## config.mk

```make
export PLATFORM = sky130hd
export DESIGN_NAME = ps_adpcm_nine_byte_decoder
export DESIGN_NICKNAME = d
export VERILOG_FILES = /design/src/hdl/psadpcm_pkg.sv /design/src/hdl/psadpcm_mac.sv /design/src/hdl/psadpcm_seq.sv /design/src/hdl/ps_adpcm_nine_byte_decoder.sv
export SDC_FILE = /design/constraint.sdc
export NUM_CORES = 1
export LEC_CHECK = 0
export BUFFER_PORTS_ARGS = -buffer_cell sky130_fd_sc_hd__buf_2
export CAP_MARGIN = 20
export CORE_MARGIN = 2
export CORE_UTILIZATION = 55
export DETAILED_ROUTE_END_ITERATION = 16
export PLACE_DENSITY = 0.77
export REMOVE_ABC_BUFFERS = 1
export SKIP_LAST_GASP = 1
export SYNTH_ARGS = -nofsm -noshare
export SYNTH_HDL_FRONTEND = slang
export SYNTH_SLANG_ARGS = --single-unit
```

## constraint.sdc

```tcl
create_clock -name clk -period 6.8 [get_ports clk]
set_input_delay 0.34 -clock clk [delete_from_list [all_inputs] [get_ports clk]]
set_output_delay 0.34 -clock clk [all_outputs]
set_load 0.02 [all_outputs]
```

## src/hdl/psadpcm_pkg.sv

```systemverilog
// ----------------------------------------------------------------------------
// psadpcm_pkg
// Types, widths, constants and tap tables of the nine-byte ADPCM decoder.
// ----------------------------------------------------------------------------
package psadpcm_pkg;

  localparam int FRAC_BITS = 6;
  localparam int HIST_W    = 22;
  localparam int COEF_W    = 8;
  localparam int PROD_W    = HIST_W + COEF_W;
  localparam int FLR_W     = PROD_W - FRAC_BITS;
  localparam int ACC_W     = 26;
  localparam int SAMPLE_W  = 16;

  localparam logic [3:0] LAST_DATA_POS = 4'd8;
  localparam logic [3:0] SHIFT_MAX     = 4'd12;
  localparam logic [3:0] PRED_MAX      = 4'd4;
  localparam logic [4:0] BASE_TOP      = 5'd18;
  localparam logic [1:0] CC_MONO       = 2'd1;
  localparam logic [1:0] CC_STEREO     = 2'd2;

  localparam logic signed [ACC_W-1:0] SAT_HI = 26'sd2097088;
  localparam logic signed [ACC_W-1:0] SAT_LO = -26'sd2097152;

  typedef enum logic [2:0] {
    ST_IDLE,
    ST_MUL_N,
    ST_MUL_O,
    ST_ADD,
    ST_OUT
  } state_t;

  typedef struct packed {
    logic mul_en;
    logic acc_load;
    logic acc_add;
  } mac_ctrl_t;

  typedef struct packed {
    mac_ctrl_t mac;
    logic      use_older;
    logic      hist_wr;
    logic      hist_clr;
    logic      ch;
    logic      last;
  } seq_ctrl_t;

  function automatic logic signed [COEF_W-1:0] tap_newer(input logic [2:0] p);
    logic signed [COEF_W-1:0] c;
    case (p)
      3'd1:    c = 8'sd60;
      3'd2:    c = 8'sd115;
      3'd3:    c = 8'sd98;
      3'd4:    c = 8'sd122;
      default: c = 8'sd0;
    endcase
    return c;
  endfunction

  function automatic logic signed [COEF_W-1:0] tap_older(input logic [2:0] p);
    logic signed [COEF_W-1:0] c;
    case (p)
      3'd2:    c = -8'sd52;
      3'd3:    c = -8'sd55;
      3'd4:    c = -8'sd60;
      default: c = 8'sd0;
    endcase
    return c;
  endfunction

endpackage

```

## src/hdl/psadpcm_mac.sv

```systemverilog
// ----------------------------------------------------------------------------
// psadpcm_mac
// Shared multiply-accumulate unit: one registered, floored product per enabled
// cycle, and an accumulator that loads nibble base plus product, or adds it.
// ----------------------------------------------------------------------------
module psadpcm_mac import psadpcm_pkg::*; (
  input  logic                     clk,
  input  mac_ctrl_t                ctrl,
  input  logic signed [COEF_W-1:0] coef,
  input  logic signed [HIST_W-1:0] hist,
  input  logic signed [ACC_W-1:0]  base,
  output logic signed [ACC_W-1:0]  acc
);

  logic signed [PROD_W-1:0] product;
  logic signed [FLR_W-1:0]  prod;

  assign product = coef * hist;

  // Dropping the fraction bits of a two's complement product floors it.
  always_ff @(posedge clk) begin
    if (ctrl.mul_en) begin
      prod <= product[PROD_W-1:FRAC_BITS];
    end
    if (ctrl.acc_load) begin
      acc <= base + ACC_W'(prod);
    end else if (ctrl.acc_add) begin
      acc <= acc + ACC_W'(prod);
    end
  end

endmodule

```

## src/hdl/psadpcm_seq.sv

```systemverilog
// ----------------------------------------------------------------------------
// psadpcm_seq
// Block sequencer: tracks header and byte position, holds the block's
// predictor and shift, and steps the shared unit through each nibble.
// ----------------------------------------------------------------------------
module psadpcm_seq import psadpcm_pkg::*; (
  input  logic                     clk,
  input  logic                     rst,
  input  logic                     in_valid,
  output logic                     in_ready,
  input  logic [7:0]               in_byte,
  input  logic                     in_new,
  input  logic                     stereo,
  input  logic                     out_free,
  output seq_ctrl_t                ctrl,
  output logic signed [COEF_W-1:0] coef,
  output logic signed [ACC_W-1:0]  base
);

  state_t     state, state_next;
  logic [3:0] byte_pos;
  logic       cur_ch;
  logic [2:0] pred;
  logic [3:0] shift;
  logic [7:0] dbyte;
  logic       nib_sel;

  logic       accept;
  logic       is_header;
  logic [2:0] hdr_pred;
  logic [3:0] hdr_shift;
  logic [3:0] nib;
  logic [4:0] sh_amt;

  assign in_ready  = (state == ST_IDLE);
  assign accept    = in_valid && in_ready;
  // A new stream always restarts at a header byte.
  assign is_header = in_new || (byte_pos == 4'd0);
  assign hdr_pred  = (in_byte[7:4] > PRED_MAX) ? 3'd0 : in_byte[6:4];
  assign hdr_shift = (in_byte[3:0] > SHIFT_MAX) ? SHIFT_MAX : in_byte[3:0];

  assign nib    = nib_sel ? dbyte[7:4] : dbyte[3:0];
  assign sh_amt = BASE_TOP - {1'b0, shift};
  assign base   = $signed({{(ACC_W-4){nib[3]}}, nib}) <<< sh_amt;

  always_comb begin
    state_next = state;
    case (state)
      ST_IDLE: begin
        if (accept && !is_header) begin
          state_next = ST_MUL_N;
        end
      end
      ST_MUL_N: state_next = ST_MUL_O;
      ST_MUL_O: state_next = ST_ADD;
      ST_ADD:   state_next = ST_OUT;
      ST_OUT: begin
        if (out_free) begin
          state_next = nib_sel ? ST_IDLE : ST_MUL_N;
        end
      end
      default: state_next = ST_IDLE;
    endcase
  end

  always_comb begin
    ctrl      = '0;
    ctrl.ch   = cur_ch;
    ctrl.last = nib_sel;
    case (state)
      ST_IDLE: ctrl.hist_clr = accept && in_new;
      ST_MUL_N: ctrl.mac.mul_en = 1'b1;
      ST_MUL_O: begin
        ctrl.mac.mul_en   = 1'b1;
        ctrl.mac.acc_load = 1'b1;
        ctrl.use_older    = 1'b1;
      end
      ST_ADD: ctrl.mac.acc_add = 1'b1;
      ST_OUT: ctrl.hist_wr = out_free;
      default: ctrl = '0;
    endcase
    coef = ctrl.use_older ? tap_older(pred) : tap_newer(pred);
  end

  always_ff @(posedge clk) begin
    if (rst) begin
      state    <= ST_IDLE;
      byte_pos <= 4'd0;
      cur_ch   <= 1'b0;
      pred     <= 3'd0;
      shift    <= 4'd0;
      nib_sel  <= 1'b0;
    end else begin
      state <= state_next;
      if (accept) begin
        if (in_new) begin
          cur_ch <= 1'b0;
        end
        if (is_header) begin
          pred     <= hdr_pred;
          shift    <= hdr_shift;
          byte_pos <= 4'd1;
        end else begin
          dbyte   <= in_byte;
          nib_sel <= 1'b0;
        end
      end
      if (state == ST_OUT && out_free) begin
        if (!nib_sel) begin
          nib_sel <= 1'b1;
        end else if (byte_pos == LAST_DATA_POS) begin
          byte_pos <= 4'd0;
          cur_ch   <= stereo ? ~cur_ch : 1'b0;
        end else begin
          byte_pos <= byte_pos + 4'd1;
        end
      end
    end
  end

endmodule

```

## src/hdl/ps_adpcm_nine_byte_decoder.sv

```systemverilog
// Header byte: taken while idle, no output words.
// Data byte: each nibble, low first, steps through ST_MUL_N, ST_MUL_O, ST_ADD
// and ST_OUT, which registers its sample once the output is free; no new byte
// is taken before both samples are registered, as the shared multiplier-
// accumulator forms two products a sample. Synchronous active-high reset clears
// history, block position, channel, the output valid and sets channel_count to mono.
// ----------------------------------------------------------------------------
// ps_adpcm_nine_byte_decoder
// Nine-byte block ADPCM decoder with per-channel two-tap prediction.
// ----------------------------------------------------------------------------
module ps_adpcm_nine_byte_decoder import psadpcm_pkg::*; #(
  parameter int MAX_CHANNELS = 2
) (
  input  logic                clk,
  input  logic                rst,
  input  logic                s_tvalid,
  output logic                s_tready,
  input  logic [7:0]          s_tdata,   // [7:0] data_byte
  input  logic                s_tuser,   // [0] new_stream
  output logic                m_tvalid,
  input  logic                m_tready,
  output logic [SAMPLE_W-1:0] m_tdata,   // [15:0] sample
  output logic                m_tuser,   // [0] channel
  output logic                m_tlast,
  input  logic                cfg_valid,
  output logic                cfg_ready,
  input  logic [1:0]          cfg_data
);

  localparam int CH_W = (MAX_CHANNELS > 1) ? $clog2(MAX_CHANNELS) : 1;

  logic [1:0]                channel_count;
  logic                      stereo;
  logic                      out_free;
  seq_ctrl_t                 ctrl;
  logic signed [COEF_W-1:0]  coef;
  logic signed [ACC_W-1:0]   base;
  logic signed [ACC_W-1:0]   acc;
  logic signed [HIST_W-1:0]  hist_n [MAX_CHANNELS];
  logic signed [HIST_W-1:0]  hist_o [MAX_CHANNELS];
  logic signed [HIST_W-1:0]  hist_sel;
  logic signed [HIST_W-1:0]  sat;
  logic signed [HIST_W-1:0]  sat_adj;
  logic [CH_W-1:0]           ch_idx;

  assign cfg_ready = 1'b1;
  assign stereo    = (channel_count == CC_STEREO) && (MAX_CHANNELS > 1);
  assign out_free  = !m_tvalid || m_tready;
  assign ch_idx    = CH_W'(ctrl.ch);

  always_ff @(posedge clk) begin
    if (rst) begin
      channel_count <= CC_MONO;
    end else if (cfg_valid) begin
      channel_count <= cfg_data;
    end
  end

  psadpcm_seq u_seq (
    .clk      (clk),
    .rst      (rst),
    .in_valid (s_tvalid),
    .in_ready (s_tready),
    .in_byte  (s_tdata),
    .in_new   (s_tuser),
    .stereo   (stereo),
    .out_free (out_free),
    .ctrl     (ctrl),
    .coef     (coef),
    .base     (base)
  );

  assign hist_sel = ctrl.use_older ? hist_o[ch_idx] : hist_n[ch_idx];

  psadpcm_mac u_mac (
    .clk  (clk),
    .ctrl (ctrl.mac),
    .coef (coef),
    .hist (hist_sel),
    .base (base),
    .acc  (acc)
  );

  always_comb begin
    if (acc > SAT_HI) begin
      sat = SAT_HI[HIST_W-1:0];
    end else if (acc < SAT_LO) begin
      sat = SAT_LO[HIST_W-1:0];
    end else begin
      sat = acc[HIST_W-1:0];
    end
    // Bias negative values so the shift rounds toward zero.
    sat_adj = sat + (sat[HIST_W-1] ? HIST_W'(63) : HIST_W'(0));
  end

  always_ff @(posedge clk) begin
    if (rst || ctrl.hist_clr) begin
      for (int i = 0; i < MAX_CHANNELS; i++) begin
        hist_n[i] <= '0;
        hist_o[i] <= '0;
      end
    end else if (ctrl.hist_wr) begin
      hist_o[ch_idx] <= hist_n[ch_idx];
      hist_n[ch_idx] <= sat;
    end
  end

  always_ff @(posedge clk) begin
    if (rst) begin
      m_tvalid <= 1'b0;
    end else if (ctrl.hist_wr) begin
      m_tvalid <= 1'b1;
    end else if (m_tready) begin
      m_tvalid <= 1'b0;
    end
  end

  always_ff @(posedge clk) begin
    if (ctrl.hist_wr) begin
      m_tdata <= sat_adj[HIST_W-1:FRAC_BITS];
      m_tuser <= ctrl.ch;
      m_tlast <= ctrl.last;
    end
  end

endmodule

```

# Word level (Yosys, flattened, before mapping)
# Memories as Yosys holds them, arrays and structs flattened.
# Cells that the tools add are included.
totals:
  ff_bits: 95
  latch_bits: 0
  mem_bits_rw: 88
  romBits: 0
  input_bits: 16
  out_inout_bits: 21
  word_cells: 112
  n_memories: 2
op_classes:
  n_addsub: 5
  multipliers: 1
  n_div: 0
  magnitude_cmp: 4
  n_eq_ne: 12
  shifts: 1
  mux: 50
  bitwise: 3
  n_reduce_logical: 20
mem_list:
  columns: ["memory", "words", "word_bits", "rd", "rd_clocked_by_memory_dff", "write_ports", "line_no", "text"]
  rows:
  - ["hist_n", 2, 22, 1, 0, 2, "ps_adpcm_nine_byte_decoder.sv:39", "logic signed [HIST_W-1:0] hist_n [MAX_CHANNELS];"]
  - ["hist_o", 2, 22, 1, 0, 2, "ps_adpcm_nine_byte_decoder.sv:40", "logic signed [HIST_W-1:0] hist_o [MAX_CHANNELS];"]
ops:
  columns: ["cell", "n"]
  rows:
  - ["2-to-1 mux 22 bit", 5]
  - ["adder 26 x 24 -> 26 bit", 2]
  - ["2-to-1 mux 26 bit", 2]
  - ["OR reduction 22 bit", 2]
  - ["multiplier 8 x 22 -> 30 bit", 1]
  - ["2-to-1 mux 4 bit", 7]
  - ["case mux 7 bit (4 select lines)", 1]
  - ["2-to-1 mux 1 bit", 27]
  - ["> comparator 26 x 22 -> 1 bit (second input constant)", 1]
  - ["less-than comparator 26 x 22 -> 1 bit (second input constant)", 1]
  - ["<<< shifter 4 x 5 -> 26 bit", 1]
  - ["case mux 8 bit (3 select lines)", 1]
  - ["adder 22 x 7 -> 22 bit", 1]
  - ["case mux 3 bit (5 select lines)", 1]
  - ["equality test 3 x 2 -> 1 bit (second input constant)", 4]
  - ["2-to-1 mux 3 bit", 3]
  - ["2-to-1 mux 8 bit", 1]
  - ["equality test 3 x 1 -> 1 bit (second input constant)", 2]
  - ["equality test 3 bit (second input constant)", 2]
  - ["2-to-1 mux 6 bit", 1]
  - ["OR reduction 5 bit", 1]
  - ["subtractor 5 x 4 -> 5 bit (first input constant)", 1]
  - ["adder 4 x 1 -> 4 bit (second input constant)", 1]
  - ["equality test 4 bit (second input constant)", 1]
  - ["16 further kinds", 26]

# Depth between registers and ports, before layout
logic_depth:
  depth_word: 9
  ltp_mapped: 28
  depth_no_buf: 25

# Hierarchy
# From an unflattened synthesis, not the netlist that was laid out.
hier_totals:
  cells_unflattened: 1644
  hier_area_um2: 16666.0
modules_own_cells:
  columns: ["mod", "instances", "cells_each", "area_per_inst_um2", "seq_area_each_um2"]
  rows:
  - ["psadpcm_mac", 1, 983, 9237.6, 1501.4]
  - ["ps_adpcm_nine_byte_decoder", 1, 430, 5547.8, 3243.1]
  - ["psadpcm_seq", 1, 231, 1880.6, 560.5]

# Worst setup path before layout
# OpenSTA, ideal clock, no wires.
synth_path:
  path_type: "reg-to-reg"
  start: "reg u_seq.state[2]"
  end: "reg u_mac.prod[20], data pin"
  setup_ps: 256
  arrival_ps: 7010
  t_required_ps: 6544
  path_slack_ps: -466
  stages_incl_launch_ff: 26
  n_path_buf: 4
  period_less_slack_ps: 7266
  cell_sequence: "dfxtp_1 > buf_2 > nor2b_1 > nor2b_1 > buf_2 > buf_2 > buf_2 > a21oi_1 > a21oi_1 > nor2_1 > fa_1 > fa_1 > fa_1 > inv_1 > fa_1 > inv_1 > ha_1 > and4_4 > and2_4 > a221oi_2 > o31ai_2 > a41oi_2 > and2b_2 > o21a_1 > nor3_1 > nor2_1"
synth_via:
  elab_chain_cells: 6
  elab_cells_between_ends: 13
  cone_classes: "mul (1); eq/ne (4); mux (4); reduce/logical (2); memory (2)"
synth_lines:
  columns: ["item", "line_no", "text"]
  rows:
  - ["start: declaration", "psadpcm_seq.sv:20", "state_t state, state_next;"]
  - ["start signal: assignment", "psadpcm_seq.sv:94", "state <= state_next;"]
  - ["equality test 3 x 2 -> 1 bit, or another cell as far along", "psadpcm_seq.sv:70", "case (state)"]
  - ["OR reduction 5 bit (no line)", null, null]
  - ["2-to-1 mux 2 bit", "psadpcm_seq.sv:70", null]
  - ["memory (2 x 22 bit), on equally long branches", null, null]
  - ["2-to-1 mux 22 bit", "ps_adpcm_nine_byte_decoder.sv:73", "assign hist_sel = ctrl.use_older ? hist_o[ch_idx] : hist_n[ch_idx];"]
  - ["multiplier 8 x 22 -> 30 bit *", "psadpcm_mac.sv:18", "assign product = coef * hist;"]
  - ["net u_mac.product[26]", "psadpcm_mac.sv:15", "logic signed [PROD_W-1:0] product;"]
  - ["end signal: assignment", "psadpcm_mac.sv:23", "prod <= product[PROD_W-1:FRAC_BITS];"]
  - ["end: declaration", "psadpcm_mac.sv:16", "logic signed [FLR_W-1:0] prod;"]
# Mark *: on every way through the listed nets, which the timed path passes. The rest lies on a longest branch.
# A chain may end at the register's enable or synchronous reset.

# Worst setup path after layout
layout_path:
  start: "reg u_seq.pred[1]"
  end: "reg u_mac.prod[20], data pin"
layout_via:
  elab_chain_cells: 4
  elab_cells_between_ends: 8
  cone_classes: "mul (1); eq/ne (4); mux (3)"
layout_lines:
  columns: ["item", "line_no", "text"]
  rows:
  - ["start: declaration", "psadpcm_seq.sv:23", "logic [2:0] pred;"]
  - ["start signal: assignment", "psadpcm_seq.sv:100", "pred <= hdr_pred;"]
  - ["equality test 3 bit, or another cell as far along", "psadpcm_pkg.sv:50, psadpcm_pkg.sv:62", null]
  - ["case mux 7 bit (4 select lines) or case mux 8 bit (3 select lines) (tied branches)", "psadpcm_pkg.sv:50, psadpcm_pkg.sv:62", null]
  - ["2-to-1 mux 8 bit *", "psadpcm_seq.sv:82", "coef = ctrl.use_older ? tap_older(pred) : tap_newer(pred);"]
  - ["multiplier 8 x 22 -> 30 bit *", "psadpcm_mac.sv:18", null]
  - ["net u_mac.product[26]", "psadpcm_mac.sv:15", null]
# Marks and branches as above.

==> flow_summary.yaml <==
sta:
  min_period_ns: 6.51
  worstMarginPinSlew_ns: 1.16
  rsz0062_at_grt: "false"
  fin_setup_tns_ns: 0
  slew_violations: 0
  relSlewSlack_pct: 22.3
  skew_ns: 0.0150
  period_share_pct: 95.7
  hold_violations: 0
  setup_ws_ns: 0.293
  worst_hold_slack_ns: 0.0845
  fmax_mhz: 154
  finalSetupViolations: 0
clocking:
  clk_pin_slew_ns: 0.08
  h-tree-depth: 4
  clk_latency_ns: 0.44
  clock-sinks: 183
  root_buffer: "clkbuf_16"
  cts_made_buffers: 17
  cts_tree: "yes"
  cts_buffer_depth: 2
yosys:
  ys_types: 77
  ys_ff_latch: 183
  synth_edf_count: 164
  synth_area_leaders: "edfxtp_1 (32%), fa_1 (18%), ha_1 (7.0%), nor2_1 (6.4%), inv_1 (5.1%)"
  synth_area_mm2: 0.0154
  synth_area_leader_cell: "edfxtp_1"
  synth_warnings: 0
  syn_inst: 1663
  synth.top_cell.area_share_pct: 31.9
  avgSynthCellArea_um2: 9.29
  async_reset_ff_share_pct: 0
  synth_flop_cell: "edfxtp_1"
  synth-seq-area-share_pct: 34.3
finish:
  drive_gt1_share_pct: 10.4
  n_antenna_cell: 0
  fillers: 2351
  mostFrequentLayoutCell: "nor2_1"
  layout_common_cells: "nor2_1 (258), inv_1 (210), nand2_1 (181)"
  areaGrowthSynthToFinish_pct: 10.1
  nets: 1952
detailed_routing:
  wl_per_cell_um: 19.0
  drcViolationCount: 0
  via_per_inst: 5.76
  drtIter0Drc: 1154
  ant_nets: 0
  firstDrtPassIters: 7
  drt-total-wl_mm: 39.9
  vias: 12104
placed_design:
  pre_cts_ws_ns: 0.150
  gp_congestion: 0.905
  hpwlAfterDp_mm: 30.7
  io_buffers: 35
worst_setup_path:
  reg2reg_to: "u_mac.prod[20]"
  reg2reg_depth: 21
  arrival_ns: 6.71
  critPathMaxFanout: 20
  r2r_slack_ns: 0.29
  start_kind: "flip-flop"
  reg2reg_from: "u_seq.pred[1]"
  path_class: "reg2reg"
  crit_required_ns: 7.00
  worstSetupEndpoint: "u_mac.prod[20]"
  crit_start: "u_seq.pred[1]"
  endpoint_kind: "flip-flop"
die:
  core_mm2: 0.0277
  fp.dieH_um: 172
  ios: 37
  row_count: 61
  die_area_mm2: 0.0294
  start_util_pct: 55.8
  die_w_um: 172
status:
  status: "completed"
grt:
  grt_pass1_vias: 12028
  grt_max_degree: 45
  grt_pass1_wl_mm: 64.3
  grt_use_total_pct: 28.5
  overflow: 0
  antenna_found_initial: 0
run:
  drv_cap: 0
power_and_ir_drop:
  finalPower_uw: 3150
  ir_worst_vdd_mv: 0.200
  pwr_density_cell_mw_per_mm2: 185
  power_leakage_uw: 0.00747
hold_path:
  hold_class: "in2reg"
cells in the mapped netlist, drive strengths merged, types with 8 or more instances:
cell type,number
nor2,263
inv,211
nand2,185
edfxtp,164
fa,139
a21oi,128
ha,87
and2,51
o21ai,51
xnor2,50
clkbuf,49
and3,27
nor3,20
dfxtp,19
a21o,18
nand3,18
buf,16
or2,14
o21a,13
xor2,11
mux2i,10
or3,9
nor2b,8
state kept, by name, indices dropped and copies added (netlist names), 3 cells and up:
name            count
hist_n             44
hist_o             44
u_mac.acc          26
u_mac.prod         24
m_tdata            16
u_seq.dbyte         8
u_seq.byte_pos      4
u_seq.shift         4
u_seq.pred          3
u_seq.state         3
what timing repair did:
item,4_1_cts,5_1_grt
gates resized for setup,0,14
endpoints found under the hold margin,0,0
setup buffers,0,9
hold buffers,0,0
endpoints found under the setup margin,0,8
per-stage QoR:
step	instances	util, %	instance area [um2]
6_report	2101	61.4	17000
5_1_grt	2101	61.4	17000
3_3_place_gp	2057	58.5	16200
2_1_floorplan	1598	-	15200
3_5_place_dp	2057	58.5	16200
4_1_cts	2089	60.8	16800
area by class of cell:
cell class | count | area (um2) | area share (%)
multi-input cells | 1204 | 9150 | 53.8
flip-flops and latches | 183 | 5310 | 31.2
inverters | 211 | 796 | 4.68
repair buffers | 92 | 657 | 3.86
well taps | 378 | 473 | 2.78
clock buffers | 17 | 425 | 2.50
clock inverters | 15 | 204 | 1.20
repair inverters | 1 | 5.00 | 0.0294
critical path, cell delays in order, from the launching register on:
cell and delay, ns:
dfxtp_1 0.45, nor2b_1 0.42, a21oi_2 0.06, nor2_1 0.28
inv_1 0.43, nor2_1 0.28, fa_1 0.46, fa_1 0.53
fa_1 0.56, inv_1 0.06, fa_1 0.55, inv_1 0.06
ha_1 0.39, a21oi_2 0.19, o221ai_2 0.14, a221oi_4 0.37
o31ai_2 0.13, a41oi_2 0.28, and2b_2 0.26, o21a_1 0.18
nor3_1 0.14, nor2_1 0.05
worst min-delay path by stage:
stage	start	end	slack, ns	cells after the start
after floorplan	rst	u_seq.byte_pos[0]	0.41	1
after global placement	channel_count[1]	channel_count[1]	0.47	2
after detailed placement	channel_count[1]	channel_count[1]	0.48	2
after CTS	s_tdata[0]	u_seq.dbyte[0]	0.07	1
after global routing	s_tdata[1]	u_seq.dbyte[1]	0.08	1
final	s_tdata[1]	u_seq.dbyte[1]	0.08	1
power by group:
part,switching [uW],internal (uW)
clock,504,534
combinational,460,277
sequential,52.3,1320
total,1020,2130
logic make-up after synthesis:
family | Yosys count | share of synthesized area, %
AO/OA/AOI/OAI | 274 | 11.1
XOR/XNOR | 61 | 3.46
adder cells (fa/ha/maj) | 226 | 25.1
buffers and inverters | 276 | 6.86
flip-flops | 183 | 34.3
multiplexers | 13 | 0.867
other | 1 | 0.0243
AND/OR/NAND/NOR | 629 | 18.3
routing by layer:
layer	part of all wire [%]	global-route usage, %
met1	42	40.0
met4	3.4	9.40
met2	47	45.4
met3	8.4	4.60
met5	0	0
No activity file was read; power rests on OpenSTA's default activity.
